`src/rtl/line_camera_exposure_and_edge_level_defines.svh`:
```
// assertion macros for the line camera exposure and edge level block
// expects clk_i and rst_ni in the scope of each use; no other dependencies
`ifndef LINE_CAMERA_EXPOSURE_AND_EDGE_LEVEL_DEFINES_SVH
`define LINE_CAMERA_EXPOSURE_AND_EDGE_LEVEL_DEFINES_SVH

// same-cycle implication, disabled during reset
`define LCEL_ASSERT_SAME(label, ante, cons, msg) \
  label: assert property (@(posedge clk_i) disable iff (!rst_ni) (ante) |-> (cons)) \
    else $error(msg);

// next-cycle implication, disabled during reset
`define LCEL_ASSERT_NEXT(label, ante, cons, msg) \
  label: assert property (@(posedge clk_i) disable iff (!rst_ni) (ante) |=> (cons)) \
    else $error(msg);

`endif

```
`src/rtl/lcel_pkg.sv`:
```
// shared widths, constants, register codes and the white level helper
// for the line camera exposure and edge level block; no dependencies
`default_nettype none

package lcel_pkg;

  // line geometry
  localparam int LinePixels = 128;
  localparam int PosW       = $clog2(LinePixels);
  localparam logic [PosW-1:0] LastPos = PosW'(LinePixels - 1);

  // field widths
  localparam int SampleW  = 12;
  localparam int PixW     = 8;
  localparam int ExpW     = 10;
  localparam int SumW     = 10;
  localparam int EdgeW    = 7;
  localparam int CntW     = 8;
  localparam int CfgIdxW  = 3;
  localparam int CfgDataW = 10;

  // pixel windows
  localparam logic [PosW-1:0] CenterFirst = PosW'(62);
  localparam logic [PosW-1:0] CenterLast  = PosW'(65);
  localparam logic [PosW-1:0] StepFirst   = PosW'(2);
  localparam logic [PosW-1:0] StepLast    = PosW'(65);
  localparam logic [PosW-1:0] DefaultPos  = PosW'(64);
  localparam logic [EdgeW-1:0] DefaultEdge = EdgeW'(64);

  // exposure steps and limits
  localparam logic [ExpW-1:0] ExpReset = ExpW'(300);
  localparam logic [ExpW-1:0] ExpUp    = ExpW'(10);
  localparam logic [ExpW-1:0] ExpDown  = ExpW'(9);
  localparam logic [ExpW:0]   ExpCeil  = (ExpW+1)'(1023);

  // register defaults
  localparam logic [PixW-1:0] TargetLowReset  = PixW'(57);
  localparam logic [PixW-1:0] TargetHighReset = PixW'(59);
  localparam logic [ExpW-1:0] ExpMinReset     = ExpW'(140);
  localparam logic [ExpW-1:0] ExpMaxReset     = ExpW'(500);
  localparam logic [CntW-1:0] StartupReset    = CntW'(200);
  localparam logic [CntW-1:0] GapReset        = CntW'(20);

  // white level
  localparam logic [PixW:0] WhiteMin  = (PixW+1)'(10);
  localparam logic [PixW:0] WhiteSat  = (PixW+1)'(255);
  localparam logic [15:0]   TenthMul  = 16'd205;
  localparam int            TenthShift = 11;

  // configuration register indexes
  typedef enum logic [CfgIdxW-1:0] {
    CfgInitialExposure = 3'd0,
    CfgTargetLow       = 3'd1,
    CfgTargetHigh      = 3'd2,
    CfgExposureMin     = 3'd3,
    CfgExposureMax     = 3'd4,
    CfgStartupFrames   = 3'd5,
    CfgCheckGap        = 3'd6
  } cfg_idx_e;

  // p + p/10 + 1, saturated at 255, zero below 10; p/10 as (p*205)>>11
  function automatic logic [PixW-1:0] white_from(input logic [PixW-1:0] p);
    logic [15:0]     prod;
    logic [PixW-1:0] tenth;
    logic [PixW:0]   sum;
    prod  = 16'(p) * TenthMul;
    tenth = PixW'(prod >> TenthShift);
    sum   = (PixW+1)'(p) + (PixW+1)'(tenth) + (PixW+1)'(1);
    if (sum > WhiteSat) begin
      sum = WhiteSat;
    end
    if (sum < WhiteMin) begin
      sum = '0;
    end
    return sum[PixW-1:0];
  endfunction

endpackage

`default_nettype wire

```
`src/rtl/lcel_intf.sv`:
```
// channel interfaces: pixel input, line result output and register writes
// depends on lcel_pkg for the field widths
`default_nettype none

// pixel sample channel
interface lcel_in_if import lcel_pkg::*; ();
  logic               valid;
  logic               ready;
  logic [SampleW-1:0] sample;
  logic               line_end;

  modport source (output valid, output sample, output line_end, input ready);
  modport sink   (input valid, input sample, input line_end, output ready);
endinterface

// per-line result channel
interface lcel_out_if import lcel_pkg::*; ();
  logic             valid;
  logic             ready;
  logic [ExpW-1:0]  exposure;
  logic             calibrated;
  logic [PixW-1:0]  center_average;
  logic [PixW-1:0]  white_level;
  logic             white_valid;
  logic [EdgeW-1:0] edge_position;

  modport source (output valid, output exposure, output calibrated, output center_average,
                  output white_level, output white_valid, output edge_position,
                  input ready);
  modport sink   (input valid, input exposure, input calibrated, input center_average,
                  input white_level, input white_valid, input edge_position,
                  output ready);
endinterface

// register write channel
interface lcel_cfg_if import lcel_pkg::*; ();
  logic                valid;
  logic                ready;
  logic [CfgIdxW-1:0]  index;
  logic [CfgDataW-1:0] data;

  modport source (output valid, output index, output data, input ready);
  modport sink   (input valid, input index, input data, output ready);
endinterface

`default_nettype wire

```
`src/rtl/line_camera_exposure_and_edge_level.sv`:
```
// A result is registered after the transfer of its line-end sample, first in the sample
// register, then in the result register. Throughput: one sample per cycle, set by the
// single per-pixel pass of subtract, compare and add, while no held result stalls input.
// A held result stalls input only once a second line end reaches the sample stage.
// Reset (async, active low) clears line and exposure state, loads exposure 300
// and restores all configuration registers to their defaults; no clearing pass is needed.
`default_nettype none
`include "line_camera_exposure_and_edge_level_defines.svh"

module line_camera_exposure_and_edge_level import lcel_pkg::*; (
  input  wire          clk_i,
  input  wire          rst_ni,
  lcel_in_if.sink      pix_i,
  lcel_cfg_if.sink     cfg_i,
  lcel_out_if.source   res_o
);

  // configuration registers
  logic [PixW-1:0] target_low_q, target_high_q;
  logic [ExpW-1:0] exp_min_q, exp_max_q;
  logic [CntW-1:0] startup_frames_q, check_gap_q;

  // sample stage
  logic               s_valid_q;
  logic [SampleW-1:0] s_sample_q;
  logic               s_last_q;

  // per-line state
  logic [PosW-1:0]  pos_q, pos_d;
  logic [PixW-1:0]  prev_q, prev_d;
  logic [SumW-1:0]  sum_q, sum_d;
  logic [PixW-1:0]  best_step_q, best_step_d;
  logic [EdgeW-1:0] best_pos_q, best_pos_d;
  logic [PixW-1:0]  best_low_q, best_low_d;

  // exposure state
  logic [ExpW-1:0] exp_q, exp_d;
  logic [CntW-1:0] lines_q, lines_d;
  logic [CntW-1:0] startup_q, startup_d;
  logic            cal_q, cal_d;
  logic            wdone_q, wdone_d;
  logic [PixW-1:0] white_q, white_d;

  // result register
  logic             out_valid_q;
  logic [ExpW-1:0]  out_exp_q;
  logic             out_cal_q;
  logic [PixW-1:0]  out_avg_q;
  logic [PixW-1:0]  out_white_q;
  logic             out_wvalid_q;
  logic [EdgeW-1:0] out_edge_q;

  // handshake
  logic out_free, advance, in_ready, held_end;

  assign out_free = !out_valid_q || res_o.ready;
  assign advance  = s_valid_q && (!s_last_q || out_free);
  assign in_ready = !s_valid_q || advance;
  assign held_end = s_valid_q && s_last_q;
  assign pix_i.ready = in_ready;
  assign cfg_i.ready = 1'b1;

  // combinational per-sample pass
  logic [PixW-1:0]  pix, diff;
  logic [PixW-1:0]  avg;
  logic [ExpW:0]    exp_up_sum;
  logic             step_hit, check_run, in_range;

  always_comb begin
    pix         = s_sample_q[SampleW-1 -: PixW];
    pos_d       = pos_q;
    prev_d      = pix;
    sum_d       = sum_q;
    best_step_d = best_step_q;
    best_pos_d  = best_pos_q;
    best_low_d  = best_low_q;
    exp_d       = exp_q;
    lines_d     = lines_q;
    startup_d   = startup_q;
    cal_d       = cal_q;
    wdone_d     = wdone_q;
    white_d     = white_q;

    // center sum
    if (pos_q >= CenterFirst && pos_q <= CenterLast) begin
      sum_d = sum_q + SumW'(pix);
    end

    // strongest rising step, ties to the higher index
    diff     = pix - prev_q;
    step_hit = (pos_q >= StepFirst) && (pos_q <= StepLast) && (pix > prev_q);
    if (step_hit && diff >= best_step_q) begin
      best_step_d = diff;
      best_pos_d  = EdgeW'(pos_q - PosW'(1));
      best_low_d  = prev_q;
    end
    if (pos_q == DefaultPos && best_step_d == '0) begin
      best_low_d = pix;
    end

    // position holds at the last pixel of a long line
    if (pos_q < LastPos) begin
      pos_d = pos_q + PosW'(1);
    end

    // line end: exposure check, white level, counters
    avg        = sum_d[SumW-1 -: PixW];
    check_run  = !cal_q && (lines_q > check_gap_q) && (startup_q == startup_frames_q);
    in_range   = (exp_q >= exp_min_q) && (exp_q <= exp_max_q);
    exp_up_sum = (ExpW+1)'(exp_q) + (ExpW+1)'(ExpUp);
    if (s_last_q) begin
      if (check_run) begin
        if (avg < target_low_q) begin
          if (exp_q < exp_max_q) begin
            exp_d = (exp_up_sum > ExpCeil) ? ExpCeil[ExpW-1:0] : exp_up_sum[ExpW-1:0];
          end
        end else if (avg > target_high_q && in_range) begin
          if (exp_q > exp_min_q) begin
            exp_d = (exp_q < ExpDown) ? '0 : exp_q - ExpDown;
          end
        end else begin
          cal_d = 1'b1;
        end
      end
      if (cal_d && !wdone_q) begin
        white_d = white_from(best_low_d);
        wdone_d = 1'b1;
      end
      lines_d = check_run ? CntW'(1) : lines_q + CntW'(1);
      if (startup_q != startup_frames_q) begin
        startup_d = startup_q + CntW'(1);
      end
    end
  end

  // register writes; initial exposure writes are ignored, reset loads exposure 300
  always_ff @(posedge clk_i or negedge rst_ni) begin
    if (!rst_ni) begin
      target_low_q     <= TargetLowReset;
      target_high_q    <= TargetHighReset;
      exp_min_q        <= ExpMinReset;
      exp_max_q        <= ExpMaxReset;
      startup_frames_q <= StartupReset;
      check_gap_q      <= GapReset;
    end else if (cfg_i.valid) begin
      case (cfg_idx_e'(cfg_i.index))
        CfgTargetLow:     target_low_q     <= cfg_i.data[PixW-1:0];
        CfgTargetHigh:    target_high_q    <= cfg_i.data[PixW-1:0];
        CfgExposureMin:   exp_min_q        <= cfg_i.data[ExpW-1:0];
        CfgExposureMax:   exp_max_q        <= cfg_i.data[ExpW-1:0];
        CfgStartupFrames: startup_frames_q <= cfg_i.data[CntW-1:0];
        CfgCheckGap:      check_gap_q      <= cfg_i.data[CntW-1:0];
        default: ;
      endcase
    end
  end

  // sample stage valid
  always_ff @(posedge clk_i or negedge rst_ni) begin
    if (!rst_ni) begin
      s_valid_q <= 1'b0;
    end else if (in_ready) begin
      s_valid_q <= pix_i.valid;
    end
  end

  // sample stage payload
  always_ff @(posedge clk_i) begin
    if (in_ready && pix_i.valid) begin
      s_sample_q <= pix_i.sample;
      s_last_q   <= pix_i.line_end;
    end
  end

  // line and exposure state
  always_ff @(posedge clk_i or negedge rst_ni) begin
    if (!rst_ni) begin
      pos_q       <= '0;
      prev_q      <= '0;
      sum_q       <= '0;
      best_step_q <= '0;
      best_pos_q  <= DefaultEdge;
      best_low_q  <= '0;
      exp_q       <= ExpReset;
      lines_q     <= '0;
      startup_q   <= '0;
      cal_q       <= 1'b0;
      wdone_q     <= 1'b0;
      white_q     <= '0;
    end else if (advance) begin
      exp_q     <= exp_d;
      lines_q   <= lines_d;
      startup_q <= startup_d;
      cal_q     <= cal_d;
      wdone_q   <= wdone_d;
      white_q   <= white_d;
      if (s_last_q) begin
        pos_q       <= '0;
        prev_q      <= '0;
        sum_q       <= '0;
        best_step_q <= '0;
        best_pos_q  <= DefaultEdge;
        best_low_q  <= '0;
      end else begin
        pos_q       <= pos_d;
        prev_q      <= prev_d;
        sum_q       <= sum_d;
        best_step_q <= best_step_d;
        best_pos_q  <= best_pos_d;
        best_low_q  <= best_low_d;
      end
    end
  end

  // result register valid
  always_ff @(posedge clk_i or negedge rst_ni) begin
    if (!rst_ni) begin
      out_valid_q <= 1'b0;
    end else if (advance && s_last_q) begin
      out_valid_q <= 1'b1;
    end else if (res_o.ready) begin
      out_valid_q <= 1'b0;
    end
  end

  // result register payload
  always_ff @(posedge clk_i) begin
    if (advance && s_last_q) begin
      out_exp_q    <= exp_d;
      out_cal_q    <= cal_d;
      out_avg_q    <= avg;
      out_white_q  <= white_d;
      out_wvalid_q <= wdone_d;
      out_edge_q   <= best_pos_d;
    end
  end

  assign res_o.valid          = out_valid_q;
  assign res_o.exposure       = out_exp_q;
  assign res_o.calibrated     = out_cal_q;
  assign res_o.center_average = out_avg_q;
  assign res_o.white_level    = out_white_q;
  assign res_o.white_valid    = out_wvalid_q;
  assign res_o.edge_position  = out_edge_q;

  // checks
  `LCEL_ASSERT_NEXT(a_exp_frozen, cal_q, exp_q == $past(exp_q), "exposure moved after calibration")
  `LCEL_ASSERT_SAME(a_white_needs_cal, wdone_q, cal_q, "white level done without calibration")
  `LCEL_ASSERT_SAME(a_white_unset_zero, !wdone_q, white_q == '0, "white level set before done")
  `LCEL_ASSERT_SAME(a_pos_bound, 1'b1, pos_q <= LastPos, "pixel position past line length")
  `LCEL_ASSERT_NEXT(a_line_end_held, held_end && !out_free, held_end, "line end dropped")
  `LCEL_ASSERT_NEXT(a_result_loaded, advance && s_last_q, out_valid_q, "line end gave no result")

endmodule

`default_nettype wire

```
`src/flat_wrapper.sv`:
```
// flat-port wrapper written by rule: the top's interface ports become plain ports
module line_camera_exposure_and_edge_level_flat import lcel_pkg::*;
  (clk_i, rst_ni, pix_i_valid, pix_i_sample, pix_i_line_end, pix_i_ready, cfg_i_valid, cfg_i_index, cfg_i_data, cfg_i_ready, res_o_valid, res_o_exposure, res_o_calibrated, res_o_center_average, res_o_white_level, res_o_white_valid, res_o_edge_position, res_o_ready);
  lcel_in_if pix_i_i ();
  lcel_cfg_if cfg_i_i ();
  lcel_out_if res_o_i ();
  input  wire clk_i;
  input  wire rst_ni;
  input wire logic [$bits(pix_i_i.valid)-1:0] pix_i_valid;
  input wire logic [$bits(pix_i_i.sample)-1:0] pix_i_sample;
  input wire logic [$bits(pix_i_i.line_end)-1:0] pix_i_line_end;
  output wire logic [$bits(pix_i_i.ready)-1:0] pix_i_ready;
  input wire logic [$bits(cfg_i_i.valid)-1:0] cfg_i_valid;
  input wire logic [$bits(cfg_i_i.index)-1:0] cfg_i_index;
  input wire logic [$bits(cfg_i_i.data)-1:0] cfg_i_data;
  output wire logic [$bits(cfg_i_i.ready)-1:0] cfg_i_ready;
  output wire logic [$bits(res_o_i.valid)-1:0] res_o_valid;
  output wire logic [$bits(res_o_i.exposure)-1:0] res_o_exposure;
  output wire logic [$bits(res_o_i.calibrated)-1:0] res_o_calibrated;
  output wire logic [$bits(res_o_i.center_average)-1:0] res_o_center_average;
  output wire logic [$bits(res_o_i.white_level)-1:0] res_o_white_level;
  output wire logic [$bits(res_o_i.white_valid)-1:0] res_o_white_valid;
  output wire logic [$bits(res_o_i.edge_position)-1:0] res_o_edge_position;
  input wire logic [$bits(res_o_i.ready)-1:0] res_o_ready;
  assign pix_i_i.valid = pix_i_valid;
  assign pix_i_i.sample = pix_i_sample;
  assign pix_i_i.line_end = pix_i_line_end;
  assign pix_i_ready = pix_i_i.ready;
  assign cfg_i_i.valid = cfg_i_valid;
  assign cfg_i_i.index = cfg_i_index;
  assign cfg_i_i.data = cfg_i_data;
  assign cfg_i_ready = cfg_i_i.ready;
  assign res_o_valid = res_o_i.valid;
  assign res_o_exposure = res_o_i.exposure;
  assign res_o_calibrated = res_o_i.calibrated;
  assign res_o_center_average = res_o_i.center_average;
  assign res_o_white_level = res_o_i.white_level;
  assign res_o_white_valid = res_o_i.white_valid;
  assign res_o_edge_position = res_o_i.edge_position;
  assign res_o_i.ready = res_o_ready;
  line_camera_exposure_and_edge_level u_core (.clk_i(clk_i), .rst_ni(rst_ni), .pix_i(pix_i_i), .cfg_i(cfg_i_i), .res_o(res_o_i));
endmodule
```
`config.mk`:
```
export PLATFORM = sky130hd
export DESIGN_NAME = line_camera_exposure_and_edge_level_flat
export DESIGN_NICKNAME = d
export VERILOG_FILES = /design/src/rtl/lcel_pkg.sv /design/src/rtl/lcel_intf.sv /design/src/rtl/line_camera_exposure_and_edge_level.sv /design/src/flat_wrapper.sv
export VERILOG_INCLUDE_DIRS = /design/src /design/src/rtl
export SDC_FILE = /design/constraint.sdc
export NUM_CORES = 1
export LEC_CHECK = 0
export BUFFER_PORTS_ARGS = -buffer_cell sky130_fd_sc_hd__buf_2
export CAP_MARGIN = 15
export CORE_AREA = 5 5 166 168
export CTS_BUF_LIST = sky130_fd_sc_hd__clkbuf_16
export DETAILED_ROUTE_END_ITERATION = 10
export DIE_AREA = 0 0 171 173
export PLACE_DENSITY = 0.69
export SLEW_MARGIN = 20
export SYNTH_ARGS = -nofsm -noshare
export SYNTH_HDL_FRONTEND = slang
export SYNTH_SLANG_ARGS = --single-unit
```
`constraint.sdc`:
```
create_clock -name clk_i -period 11.2 [get_ports clk_i]
set_input_delay 1.68 -clock clk_i [delete_from_list [all_inputs] [get_ports clk_i]]
set_output_delay 1.68 -clock clk_i [all_outputs]
set_load 0.01 [all_outputs]
```
# Word-level counts from Yosys, hierarchy flattened

Cells that the tools add are included.

Add/sub/neg operators: 10
Multipliers: 1
Divide/modulo/power cells: 0
Magnitude comparators: 17
Equal/unequal tests: 9
Shifts and indexed selects: 0
Multiplexer cells: 36
Bitwise logic cells: 0
Reduce and logical (&&, ||, !) cells: 35

Operators by type and width:

| operator                                                        | number |
|---|---|
| 2-to-1 mux 10 bit                                               | 10 |
| 2-to-1 mux 8 bit                                                | 10 |
| 2-to-1 mux 7 bit                                                | 4 |
| 2-to-1 mux 9 bit                                                | 3 |
| greater-than comparator 8 bit                                   | 3 |
| AND reduction 2 bit                                             | 9 |
| adder 8 x 1 -> 8 bit, second input constant                     | 2 |
| multiplier 8 x 8 -> 16 bit, second input constant               | 1 |
| logical AND 1 bit                                               | 13 |
| adder 10 x 4 -> 11 bit, second input constant                   | 1 |
| greater-than comparator 11 x 10 -> 1 bit, second input constant | 1 |
| adder 10 x 8 -> 10 bit                                          | 1 |
| >= comparator 10 bit                                            | 1 |
| greater-than comparator 10 bit                                  | 1 |
| <= comparator 10 bit                                            | 1 |
| less-than comparator 10 bit                                     | 1 |
| less-than comparator 10 x 4 -> 1 bit, second input constant     | 1 |
| subtractor 10 x 4 -> 10 bit, second input constant              | 1 |
| adder 8 x 5 -> 9 bit                                            | 1 |
| adder 9 x 1 -> 9 bit, second input constant                     | 1 |
| equality test 3 bit, second input constant                      | 3 |
| greater-than comparator 9 x 8 -> 1 bit, second input constant   | 1 |
| less-than comparator 9 x 4 -> 1 bit, second input constant      | 1 |
| 2-to-1 mux 1 bit                                                | 9 |
| other kinds (19)                                                | 28 |

Bits in registers: 186
Latch bits: 0
Memory bits (writable): 0
Memory bits (read-only): 0
Input port bits: 31
Output and inout port bits: 38
Logic and storage cells: 137
Memories: 0

# Longest topological paths before layout

Word-level depth: 19
Depth in mapped cells: 43
Mapped depth without buffers: 41

# Least setup slack after synthesis

OpenSTA, ideal clock, no wires.

Path kind: register to register
Start point: reg u_core.s_sample_q[4]
End point: reg u_core.out_white_q[0] (netlist: u_core.res_o.white_level[0]), data pin
Setup time: 0.268 ns
Data arrival time: 8.792 ns
Data required time: 10.932 ns
Path slack: 2.140 ns
Stages on the path, launching flop included: 38
Path buffers: 2
Period minus slack after synthesis: 9.060 ns
Cell sequence: edfxtp_1 inv_1 ha_1 inv_1 fa_1 nand3_1 a2111oi_0 or3_1 clkbuf_1 ha_1 nand4_1 o31ai_1 a31o_2 a21boi_1 clkbuf_1 nor2_1 a21oi_1 ha_1 [2 not listed] fa_1 inv_1 fa_1 inv_1 ha_1 and4_1 and3_1 a211oi_1 a21oi_1 a221oi_2 xor2_1 ha_1 nand2b_1 o221ai_2 mux2i_1 or3b_4 nor4_2 nor2_1

Word-level cells in the longest chain between the ends: 18
Elaborated cells on any way between the ends: 31
Those cells by class: 4 x add/sub; 1 x mul; 6 x order compare; 14 x mux; 6 x reduce/logical

RTL lines:

| item                                                              | RTL line                                                                             | source |
|---|---|---|
| start, declared                                                   | line_camera_exposure_and_edge_level.sv:25                                            | `logic [SampleW-1:0] s_sample_q;` |
| start signal, assigned                                            | line_camera_exposure_and_edge_level.sv:170                                           | `s_sample_q <= pix_i.sample;` |
| subtractor 8 bit or greater-than comparator 8 bit (tied branches) | line_camera_exposure_and_edge_level.sv:90, line_camera_exposure_and_edge_level.sv:91 |  |
| >= comparator 8 bit or logical AND 1 bit (tied branches)          | line_camera_exposure_and_edge_level.sv:92, line_camera_exposure_and_edge_level.sv:91 |  |
| logical AND 1 bit                                                 | line_camera_exposure_and_edge_level.sv:92                                            | `if (step_hit && diff >= best_step_q) begin` |
| 2-to-1 mux 8 bit                                                  | line_camera_exposure_and_edge_level.sv:92                                            |  |
| zero test 8 bit                                                   | line_camera_exposure_and_edge_level.sv:97                                            | `if (pos_q == DefaultPos && best_step_d == '0) begin` |
| logical AND 1 bit                                                 | line_camera_exposure_and_edge_level.sv:97                                            |  |
| 2-to-1 mux 8 bit                                                  | line_camera_exposure_and_edge_level.sv:97                                            |  |
| multiplier 8 x 8 -> 16 bit                                        | lcel_pkg.sv:66                                                                       | `prod = 16'(p) * TenthMul;` |
| [3 not listed]                                                    | --                                                                                   |  |
| 2-to-1 mux 9 bit                                                  | lcel_pkg.sv:69                                                                       | `if (sum > WhiteSat) begin` |
| 2-to-1 mux 9 bit                                                  | line_camera_exposure_and_edge_level.sv:125                                           | `if (cal_d && !wdone_q) begin` |
| 2-to-1 mux 9 bit                                                  | line_camera_exposure_and_edge_level.sv:111                                           | `if (s_last_q) begin` |
| less-than comparator 9 x 4 -> 1 bit                               | lcel_pkg.sv:72                                                                       | `if (sum < WhiteMin) begin` |
| 2-to-1 mux 8 bit                                                  | lcel_pkg.sv:72                                                                       |  |
| 2-to-1 mux 8 bit (*)                                              | line_camera_exposure_and_edge_level.sv:125                                           |  |
| 2-to-1 mux 8 bit (*)                                              | line_camera_exposure_and_edge_level.sv:111                                           |  |
| named net u_core.white_d[0]                                       | line_camera_exposure_and_edge_level.sv:42                                            | `logic [PixW-1:0] white_q, white_d;` |
| end signal, assigned                                              | line_camera_exposure_and_edge_level.sv:232                                           | `out_white_q <= white_d;` |
| end, declared                                                     | line_camera_exposure_and_edge_level.sv:49                                            | `logic [PixW-1:0] out_white_q;` |

The timed path passes the listed nets; every way through them passes the cells marked *. The select of a mux whose other input is x is not followed.
A chain may end at the register's enable or synchronous reset.

# Worst setup path in the final report

Start point: reg u_core.s_sample_q[7]
End point: reg u_core.out_white_q[2] (netlist: u_core.res_o.white_level[2]), data pin

Same word-level chain as after synthesis.

==> results.ini <==
[run_status]
status=completed

[cts]
cts-root-buf=clkbuf_16
clk_path_buf_depth=2
holdBufCountCts=0
cts_made_buffers=17
clkSinkCount=182
post_cts_buffers=0
htreeDepth=4
cts_tree=done
clk-insertion-delay-late_ns=0.44
clk_pin_slew_ns=0.08
post_cts_resized=0

[synthesis]
syn_inst=1238
async_flop_share=0.7582
synth-edff-count=44
synth-seq-cells=182
syn_area_um2=12180
synth_flop_cell=dfrtp_1
avgSynthCellArea_um2=9.835
synth_warnings=0
syn-num-nets=1405
seq_area_frac_synth=0.3950
ys_types=89

[global_route]
grt_max_degree=75
antenna_found_initial=0
grt_pass1_wl_mm=46.98
grt_overflow=0
track_usage=0.1928
grt_pass1_vias=9133

[timing]
setup_violations=0
tns_ns=0
hold_viol_final=0
rsz0062_at_grt=false
worst_pin_slew_ns=0.9793
finalMaxSlewViolations=0
fin_crit_sh=0.9213
fmax_mhz=96.91
finClkSkew_ns=0.01932
min_period_ns=10.32
relSlewSlack=0.3472

[layout]
multi_input_area_um2=6765
nets=1458
n_antenna_cell=0
nFillCells=2301
areaGrowthSynthToFinish_pct=10.99
seq_area_um2=4810
final_core_util=0.5245
final_cell_mix=124 x ha_1, 112 x inv_1, 110 x dfrtp_1, 88 x nand2_1, 86 x o21ai_0
mostFrequentLayoutCell=ha_1
layout-drive-gt1-share=0.1580

[floorplan]
initial_core_util=0.4726
ioPinCount=69
die_h_um=173
dieArea_um2=29580
dieWidth_um=171
fp-row-count=59
core-area_um2=25760

[route]
drc=0
routed_wl_mm=28.12
drt_iter0_drc=880
vias=9324
wl_per_cell_um=17.15
postRouteAntennaNets=0
first_pass_iters=6
vias_per_cell=5.689

[worst_setup_path]
critPathRequiredTime_ns=11.36
critPathKind=register to register
max_stage_delay_ns=0.65
arrival_ns=10.48
cp-startpoint=u_core.s_sample_q[7]$_DFFE_PP_
critPathSlowestCell=a2111oi_0
crit_path_end_kind=register
crit_top_cell=ha_1
critical_path.max_fanout=15
cp-start-kind=register
reg2reg_from=u_core.s_sample_q[7]$_DFFE_PP_

[power_and_ir_drop]
ir_drop_uv=95.57
total_power_mw=2.751
p_leak_nw=6.312
pwr_density_cell_nw_per_um2=203.6

[placement]
portBuffers=63
dp_hpwl_mm=20.68
gp_congestion=0.8881

[worst_hold_path]
hp-class=register to register
holdCritStartpoint=u_core.best_low_q[7]$_DFFE_PN0P_

[job]
maxCapViolations=0

## metal layers
layer / vias up / routed length, µm / global-route usage
met5: - / 0 / 0
met4: 0 / 312 / 0.04226
met3: 22 / 980 / 0.02420
met2: 200 / 13180 / 0.3032
met1: 4541 / 13650 / 0.2857
li1: 4561 / - / -
## critical path, delay by kind of cell (launching register included)
family | cells | cell delay, ns
AND/OR/NAND/NOR | 10 | 2.17
buffers and inverters | 2 | 0.10
adder cells (fa/ha/maj) | 8 | 3.27
AO/OA/AOI/OAI | 11 | 3.51
XOR/XNOR | 2 | 0.39
flip-flops | 1 | 0.58
## power by group
part	internal (mW)	total, mW	switching (mW)	leakage, nW
clock	0.339	0.640	0.302	0.311
sequential	0.811	0.921	0.110	2.15
combinational	0.490	1.19	0.700	3.85
## through the flow
step / cells / setup slack (ns) / hold WS, ns / area, µm²
2_1_floorplan: 1238 / 2.140 / 0.4496 / 12180
3_3_place_gp: 1607 / 1.057 / 0.4650 / 12870
3_5_place_dp: 1607 / 0.8943 / 0.4866 / 12870
4_1_cts: 1639 / 0.8494 / 0.5019 / 13510
5_1_grt: 1639 / 0.07089 / 0.5205 / 13510
6_report: 1639 / 0.8815 / 0.5026 / 13510
## flip-flops by register name, indices dropped and copies added, names as in the netlist, 10 cells and up
name and flops:
u_core.exp_max_q 10, u_core.exp_min_q 10, u_core.exp_q 10, u_core.res_o.exposure 10
u_core.sum_q 10
## kinds of logic after synthesis
| logic type | after synthesis | synth area share |
|---|---|---|
| simple gates | 348 | 0.1506 |
| compound gates | 288 | 0.1553 |
| flops | 182 | 0.3950 |
| buf+inv | 160 | 0.05077 |
| fa+ha+maj | 136 | 0.1472 |
| xor+xnor | 66 | 0.04871 |
| mux | 57 | 0.05220 |
| other cells | 1 | 0.0003080 |
## Yosys cell counts, drive strengths merged (4+ instances only)
cell	count	area share
and3	15	0.0077
a221oi	4	0.0039
nor4b	4	0.0046
mux2i	15	0.013
ha	124	0.13
nand2b	10	0.0051
nor3	18	0.0074
nand4	24	0.012
nor3b	5	0.0031
and4	5	0.0036
xor2	36	0.026
dfrtp	110	0.23
inv	113	0.035
a21oi	70	0.029
buf	5	0.0030
o21bai	8	0.0049
fa	12	0.020
nor4	12	0.0091
o21ai	89	0.037
nand2	89	0.028
nor2b	12	0.0062
nand3	38	0.017
o22a	5	0.0036
o31ai	7	0.0043
o221ai	4	0.0034
a21o	19	0.012
dfstp	28	0.060
nor2	77	0.024
nand4b	5	0.0036
a211oi	5	0.0031
o22ai	9	0.0046
clkbuf	41	0.013
mux2	42	0.039
xnor2	29	0.021
o21a	6	0.0037
and2	14	0.0072
or3	7	0.0036
a22o	16	0.012
edfxtp	44	0.11
## worst paths after layout
check | to | slack [ns] | cells after the start
hold reg to reg | u_core.best_low_q[7]$_DFFE_PN0P_ | 0.50 | 2
hold / removal | u_core.best_low_q[7]$_DFFE_PN0P_ | 0.50 | 2
setup / recovery | u_core.res_o.white_level[2]$_DFFE_PP_ | 0.88 | 33
max in group asynchronous | u_core.best_pos_q[3]$_DFFE_PN0P_ | 8.55 | 2
setup reg to reg | u_core.res_o.white_level[2]$_DFFE_PP_ | 0.88 | 33
min in group asynchronous | u_core.startup_q[1]$_DFFE_PN0P_ | 1.21 | 1
## final cells by class
type / instances / share of cell area
Inverter: 114 / 0.03167
Clock inverter: 14 / 0.01417
Tap cell: 335 / 0.03102
Multi-Input combinational cell: 896 / 0.5006
Sequential cell: 182 / 0.3559
Clock buffer: 18 / 0.03333
Timing Repair Buffer: 80 / 0.03324
(Power assumes the default switching activity.)
